**config.mk**
```make
export PLATFORM = sky130hd
export DESIGN_NAME = lru_key_value_store_core
export DESIGN_NICKNAME = d
export VERILOG_FILES = /design/src/rtl/core/lru_kvs_pkg.sv /design/src/rtl/core/lru_key_value_store_core.sv
export SDC_FILE = /design/constraint.sdc
export NUM_CORES = 2
export LEC_CHECK = 0
export ABC_CLOCK_PERIOD_IN_PS = 10250
export BUFFER_PORTS_ARGS = -buffer_cell sky130_fd_sc_hd__buf_2
export CAP_MARGIN = 20
export CORE_ASPECT_RATIO = 1.4
export CORE_MARGIN = 2
export CORE_UTILIZATION = 40
export CTS_BUF_LIST = sky130_fd_sc_hd__clkbuf_2
export DETAILED_ROUTE_END_ITERATION = 10
export PLACE_DENSITY_LB_ADDON = 0.12
export REMOVE_ABC_BUFFERS = 1
export SYNTH_ARGS = -nofsm -noshare
export SYNTH_HDL_FRONTEND = slang
export SYNTH_SLANG_ARGS = --single-unit
export TNS_END_PERCENT = 5
```
**constraint.sdc**
```tcl
create_clock -name clk -period 10.25 [get_ports clk]
set_clock_uncertainty 0.1 [all_clocks]
set_input_delay 2.05 -clock clk [delete_from_list [all_inputs] [get_ports clk]]
set_output_delay 2.05 -clock clk [all_outputs]
set_load 0.02 [all_outputs]
```
**src/rtl/core/lru_kvs_pkg.sv**
```systemverilog
// Shared types and constants for the LRU key-value store core.
// No dependencies; imported by lru_key_value_store_core.
package lru_kvs_pkg;

	localparam int WORD_W = 32;
	localparam int CAP_W  = 5;

	typedef logic signed [WORD_W-1:0] word_t;
	typedef logic [CAP_W-1:0]         cap_t;

	// Request codes carried on the mode field
	localparam logic MODE_GET = 1'b0;
	localparam logic MODE_PUT = 1'b1;

	// Read value on a get miss and on every put
	localparam word_t READ_MISS = '1;

	// Capacity register value after reset
	localparam cap_t CAP_RESET = 5'd16;

endpackage

```
**src/rtl/core/lru_key_value_store_core.sv**
```systemverilog
// Fully associative key-value store with least-recently-used replacement.
// Depends on lru_kvs_pkg for the word type, request codes and constants.
//
//  channel | direction | handshake            | payload
//  --------+-----------+----------------------+-----------------------------------
//  in      | to core   | in_valid / in_stall  | mode, key, value
//  out     | from core | out_valid / out_stall| hit, read_value, evicted, evicted_key
//  cfg     | to core   | cfg_wr_en            | cfg_data (capacity_in_use)
//
// Throughput is one beat per cycle while out_stall is low; an input beat passes
// through the input register, during which the parallel key compare and rank
// update run, and then through the result register, which presents the result beat.
// Reset clears the entry valid marks, recency ranks and fill count at once, and
// sets the capacity to 16; entry keys and values are not reset.
// A stall on the output holds the result register and, with it, the input
// register, so in_stall rises only while both hold an item.
module lru_key_value_store_core #(
	parameter int MAX_ENTRIES = 16
) (
	input  logic                 clk,
	input  logic                 arst_n,
	// configuration
	input  logic                 cfg_wr_en,
	input  lru_kvs_pkg::cap_t    cfg_data,
	// request channel
	input  logic                 in_valid,
	output logic                 in_stall,
	input  logic                 mode,
	input  lru_kvs_pkg::word_t   key,
	input  lru_kvs_pkg::word_t   value,
	// result channel
	output logic                 out_valid,
	input  logic                 out_stall,
	output logic                 hit,
	output lru_kvs_pkg::word_t   read_value,
	output logic                 evicted,
	output lru_kvs_pkg::word_t   evicted_key
);

	import lru_kvs_pkg::*;

	// Rank width: ranks run 0 .. MAX_ENTRIES-1
	localparam int RANK_W = (MAX_ENTRIES > 1) ? $clog2(MAX_ENTRIES) : 1;
	// Fill count must hold MAX_ENTRIES itself
	localparam int CNT_W  = $clog2(MAX_ENTRIES + 1);
	// Common width for comparing the fill count with the capacity
	localparam int CMP_W  = (CNT_W > CAP_W) ? CNT_W : CAP_W;

	localparam logic [MAX_ENTRIES-1:0] ONE_V = MAX_ENTRIES'(1);

	// ---------------------------------------------------------------
	// Storage
	// ---------------------------------------------------------------
	cap_t                   cap_q;
	word_t                  entry_key_q   [MAX_ENTRIES];
	word_t                  entry_value_q [MAX_ENTRIES];
	logic [MAX_ENTRIES-1:0] entry_valid_q;
	logic [RANK_W-1:0]      rank_q        [MAX_ENTRIES];
	logic [CNT_W-1:0]       used_q;

	// Input register
	logic  valid_s1;
	logic  mode_s1;
	word_t key_s1;
	word_t value_s1;

	// Result register
	logic  out_valid_q;
	logic  hit_q;
	word_t read_value_q;
	logic  evicted_q;
	word_t evicted_key_q;

	// ---------------------------------------------------------------
	// Handshake
	// ---------------------------------------------------------------
	logic in_accept;
	logic out_load;

	// Advance the input register whenever the result register is free or drains
	assign out_load  = valid_s1 && (!out_valid_q || !out_stall);
	assign in_stall  = valid_s1 && !out_load;
	assign in_accept = in_valid && !in_stall;

	// ---------------------------------------------------------------
	// Lookup and replacement decision
	// ---------------------------------------------------------------
	logic [MAX_ENTRIES-1:0] match;
	logic [MAX_ENTRIES-1:0] found_oh;
	logic [MAX_ENTRIES-1:0] slot_oh;
	logic [MAX_ENTRIES-1:0] lru_oh;
	logic [MAX_ENTRIES-1:0] tgt_oh;
	logic [RANK_W-1:0]      lru_rank;
	logic [RANK_W-1:0]      tgt_rank;
	logic [CNT_W-1:0]       used_dec;
	word_t                  found_value;
	word_t                  lru_key;
	logic [CMP_W-1:0]       cap_ext;
	logic [CMP_W-1:0]       max_ext;
	logic [CMP_W-1:0]       cap_eff;
	logic [CMP_W-1:0]       used_ext;
	logic                   hit_c;
	logic                   is_put;
	logic                   full;
	logic                   do_evict;
	logic                   do_insert;
	logic                   do_promote;

	// Ranks of valid entries form a permutation of 0 .. used-1, so the least
	// recent entry is simply the valid one whose rank equals used-1.
	assign used_dec = used_q - CNT_W'(1);
	assign lru_rank = used_dec[RANK_W-1:0];

	always_comb begin
		for (int i = 0; i < MAX_ENTRIES; i++) begin
			match[i]  = entry_valid_q[i] && (entry_key_q[i] == key_s1);
			lru_oh[i] = entry_valid_q[i] && (rank_q[i] == lru_rank);
		end
	end

	// Lowest set bit: first matching entry, lowest free entry
	assign found_oh = match & (~match + ONE_V);
	assign slot_oh  = ~entry_valid_q & (entry_valid_q + ONE_V);

	// Capacity zero counts as one; above the store size it counts as the size
	assign cap_ext  = CMP_W'(cap_q);
	assign max_ext  = CMP_W'(MAX_ENTRIES);
	assign used_ext = CMP_W'(used_q);
	assign cap_eff  = (cap_q == '0) ? CMP_W'(1) : ((cap_ext > max_ext) ? max_ext : cap_ext);

	assign hit_c      = |match;
	assign is_put     = (mode_s1 == MODE_PUT);
	assign full       = (used_ext >= cap_eff);
	assign do_evict   = !hit_c && is_put && full;
	assign do_insert  = !hit_c && is_put && !full;
	assign do_promote = hit_c || do_evict;
	assign tgt_oh     = hit_c ? found_oh : lru_oh;

	// One-hot selects of the promoted rank, the hit value and the victim key
	always_comb begin
		tgt_rank    = '0;
		found_value = '0;
		lru_key     = '0;
		for (int i = 0; i < MAX_ENTRIES; i++) begin
			tgt_rank    = tgt_rank    | (rank_q[i] & {RANK_W{tgt_oh[i]}});
			found_value = found_value | (entry_value_q[i] & {WORD_W{found_oh[i]}});
			lru_key     = lru_key     | (entry_key_q[i] & {WORD_W{lru_oh[i]}});
		end
	end

	// ---------------------------------------------------------------
	// Registers
	// ---------------------------------------------------------------
	always_ff @(posedge clk or negedge arst_n) begin
		if (!arst_n) begin
			cap_q <= CAP_RESET;
		end else if (cfg_wr_en) begin
			cap_q <= cfg_data;
		end
	end

	// Input register: control
	always_ff @(posedge clk or negedge arst_n) begin
		if (!arst_n) begin
			valid_s1 <= 1'b0;
		end else if (in_accept) begin
			valid_s1 <= 1'b1;
		end else if (out_load) begin
			valid_s1 <= 1'b0;
		end
	end

	// Input register: payload
	always_ff @(posedge clk) begin
		if (in_accept) begin
			mode_s1  <= mode;
			key_s1   <= key;
			value_s1 <= value;
		end
	end

	// Valid marks, recency ranks and fill count
	always_ff @(posedge clk or negedge arst_n) begin
		if (!arst_n) begin
			entry_valid_q <= '0;
			used_q        <= '0;
			for (int i = 0; i < MAX_ENTRIES; i++) begin
				rank_q[i] <= '0;
			end
		end else if (out_load) begin
			if (do_insert) begin
				entry_valid_q <= entry_valid_q | slot_oh;
				used_q        <= used_q + CNT_W'(1);
			end
			for (int i = 0; i < MAX_ENTRIES; i++) begin
				if (do_promote) begin
					// Make the target most recent; age the entries newer than it
					if (tgt_oh[i]) begin
						rank_q[i] <= '0;
					end else if (entry_valid_q[i] && (rank_q[i] < tgt_rank)) begin
						rank_q[i] <= rank_q[i] + RANK_W'(1);
					end
				end else if (do_insert) begin
					// New entry enters as most recent; every held entry ages
					if (slot_oh[i]) begin
						rank_q[i] <= '0;
					end else if (entry_valid_q[i]) begin
						rank_q[i] <= rank_q[i] + RANK_W'(1);
					end
				end
			end
		end
	end

	// Entry keys and values
	always_ff @(posedge clk) begin
		if (out_load) begin
			for (int i = 0; i < MAX_ENTRIES; i++) begin
				if (hit_c && is_put && found_oh[i]) begin
					entry_value_q[i] <= value_s1;
				end else if ((do_evict && lru_oh[i]) || (do_insert && slot_oh[i])) begin
					entry_key_q[i]   <= key_s1;
					entry_value_q[i] <= value_s1;
				end
			end
		end
	end

	// Result register: control
	always_ff @(posedge clk or negedge arst_n) begin
		if (!arst_n) begin
			out_valid_q <= 1'b0;
		end else if (out_load) begin
			out_valid_q <= 1'b1;
		end else if (!out_stall) begin
			out_valid_q <= 1'b0;
		end
	end

	// Result register: payload, held while stalled
	always_ff @(posedge clk) begin
		if (out_load) begin
			hit_q         <= hit_c;
			read_value_q  <= (hit_c && !is_put) ? found_value : READ_MISS;
			evicted_q     <= do_evict;
			evicted_key_q <= do_evict ? lru_key : '0;
		end
	end

	assign out_valid   = out_valid_q;
	assign hit         = hit_q;
	assign read_value  = read_value_q;
	assign evicted     = evicted_q;
	assign evicted_key = evicted_key_q;

endmodule

```
==> impl_metrics.yaml <==
global_routing:
  grt_overflow_total: 0
  track_usage_pct: 32.34
  grt_max_degree: 56
  first_global_vias: 39780
  antenna_found_initial: 5
  grt_pass1_wl_mm: 321.5
power:
  total_power_w: 0.01601
  power_leakage_nw: 21.36
  power.density_mw_per_mm2: 256.4
  irDropWorstVdd_uv: 161.6
synthesis:
  synth_cell_types: 95
  synth-edff-count: 1155
  yosysMostFrequentCell: "edfxtp_1"
  ys_ff_latch: 1247
  synth.largest_area_cell: "edfxtp_1"
  syn-mean-instance-area_um2: 13.95
  synthTopCellsByCount: "1,155 x edfxtp_1, 366 x xor2_1, 215 x xnor2_1"
  synth_top_area_share_pct: 61.27
  yosysWarnings: 0
  synthTopCellsByArea: "edfxtp_1 61%, xor2_1 5.7%, dfrtp_1 4.0%"
  seq_area_frac_synth_pct: 65.34
  syn_area_mm2: 0.05660
  async_reset_ff_share_pct: 7.378
  synthCells: 4058
  ys.flop_type: "edfxtp_1"
sta:
  slew_headroom_pct: 15.72
  tns_ns: 0
  final-setup-viol-count: 0
  fin_ws_ns: 2.885
  hold_viol_final: 0
  fin_crit_sh_pct: 71.85
  period_minus_slack_ns: 7.365
  worst_pin_slew_ns: 1.264
  drv_slew: 0
  grt_setup_unrepaired: "no"
  fmax_mhz: 135.8
critical_path:
  crit_required_ns: 11.49
  worstSetupEndpointType: "register"
  cp.arrival_ns: 8.61
  crit_slowest_cell: "edfxtp_1"
  cp.depth: 15
  path_buf_inv: 4
  slowest_delay_ns: 1.00
  reg2reg_depth: 15
  crit_top_cell: "buf_4"
  rrSetupSlack_ns: 2.89
  path_max_fanout: 33
  cp-start-kind: "register"
  path_delay_family: "simple AND/OR/NAND/NOR gates"
  path_class: "register to register"
  cp_cell_sequence: "buf_4 > xor2_1 > nor4_1 > nand4_1 > or3_1 > nand4_4 > nor4_4 > buf_4 > inv_2 > or3_2 > nor2_1 > nand2_1 > o21ai_4 > buf_4 > a21o_2"
floorplanning:
  start_util_pct: 40.22
  die_x_um: 321.9
  rows: 163
  pin_count: 143
  fp.dieH_um: 449.1
  fp.coreArea_mm2: 0.1407
  die-area_mm2: 0.1446
routing:
  drtAntennaViolNets: 0
  viasPerCell: 6.161
  dr.pass1.iters: 9
  drc_errors: 0
  drt_wl_total_mm: 234.9
  routedWlPerCell_um: 36.35
  via_count: 39810
  drtIter0Drc: 4563
layout:
  multiInputGateArea_mm2: 0.01837
  n_fill_cell: 13040
  seqCellArea_mm2: 0.03699
  area_growth_pct: 10.32
  layout.nets: 4537
  drive_above_1_share_pct: 18.85
placement:
  port_buffers: 142
  place.gp.congestion: 1.026
  pre_cts_ws_ns: 3.023
  dp_hpwl_mm: 165.6
status:
  status: "complete, no violations"
clocking:
  clk_latency_ns: 1.80
  cts.sinks: 1247
  cts_resized: 0
  cts_buffers: 326
  cts_tree: "yes"
  clk_pin_slew_ns: 0.11
  clockBufferDepth: 4
  htree_levels: 5
  root_buffer: "clkbuf_2"
min_path:
  worst_hold_path_type: "primary input to register"
  holdPathStages: 1
run:
  cap_violations: 0
==> final timing paths <==
path | start | to
setup reg to reg | key_s1[24] | entry_value_q[1][84]
hold reg to reg | used_ext[4] | used_ext[4]
min in group asynchronous | arst_n | rank_q[7]
max in group asynchronous | arst_n | rank_q[51]
setup / recovery | key_s1[24] | entry_value_q[1][84]
hold / removal | value[21] | value_s1[21]
==> routing by layer <==
layer | wire length (um) | GRT usage, % | up-vias | share of wire (%)
met5 | 0 | 0 | - | 0
met4 | 19420 | 23.25 | 0 | 8.3
met3 | 16000 | 5.705 | 574 | 6.8
met2 | 112900 | 52.81 | 2141 | 48
met1 | 86590 | 38.41 | 20230 | 37
li1 | - | - | 16860 | -
==> sequential cells by signal, summed over array words and instances, names as in the netlist <==
signal         flops
hit                1
entry_valid_q     16
entry_value_q    512
evicted            1
key_s1            32
value_s1          32
used_ext           5
out_valid          1
is_put             1
valid_s1           1
entry_key_q      512
evicted_key       32
rank_q            64
read_value        32
cap_ext            5
==> where the power goes <==
part / switching, W / total, W / internal (W) / leakage [nW]
sequential: 0.000493 / 0.00654 / 0.00605 / 11.5
combinational: 0.00414 / 0.00609 / 0.00195 / 7.75
clock: 0.00210 / 0.00338 / 0.00128 / 2.13
==> metrics by stage <==
stage / hold WS (ns) / utilization (%) / cells / area (um2)
3_5_place_dp: 0.3711 / 42.41 / 5905 / 59670
5_1_grt: 0.1283 / 44.37 / 6461 / 62440
2_1_floorplan: 0.3495 / - / 3822 / 55380
6_report: 0.3425 / 44.37 / 6461 / 62440
4_1_cts: 0.1007 / 44.34 / 6448 / 62390
3_3_place_gp: 0.3666 / 42.39 / 5904 / 59660
==> placed cells by master, fill, tap and decap left out, types with 15 or more instances in the layout <==
| cell | n |
|---|---|
| edfxtp_1 | 1155 |
| clkbuf_2 | 467 |
| xor2_1 | 365 |
| xnor2_1 | 213 |
| nand2_1 | 203 |
| a22oi_1 | 183 |
| nor4_1 | 148 |
| buf_2 | 143 |
| nand3_1 | 140 |
| buf_4 | 126 |
| nand4_1 | 114 |
| a22o_1 | 114 |
| a221oi_1 | 109 |
| inv_1 | 97 |
| nor2_1 | 96 |
| dfrtp_1 | 91 |
| nor3_1 | 59 |
| o21ai_0 | 57 |
| clkinv_1 | 57 |
| mux2i_1 | 48 |
| nand2b_1 | 42 |
| o2111ai_1 | 40 |
| ha_1 | 39 |
| a21oi_1 | 38 |
| a222oi_1 | 38 |
| and3_1 | 36 |
| a211oi_1 | 36 |
| a31oi_1 | 28 |
| o21ai_1 | 15 |
==> timing repair <==
item,CTS,global route
hold buffers,1,0
setup buffers,0,0
hold endpoints to repair,11,0
==> logic make-up after synthesis <==
family,share of synthesized area [%]
buffers and inverters,2.838
and+or+nand+nor,9.719
AOI/OAI and AO/OA,10.97
xor gates and xnor gates,9.149
adders and majority gates,0.9925
DFF,65.34
muxes,0.9881
==> layout make-up <==
type | count | area share, %
inverter | 102 | 0.6171
tap | 1815 | 3.637
clock buffer | 465 | 3.727
timing repair buffer | 273 | 2.717
clock inverter | 77 | 0.6131
multi-input combinational | 2473 | 29.42
sequential | 1247 | 59.23
antenna | 9 | 0.03607
No activity file was read; power rests on OpenSTA's default activity.
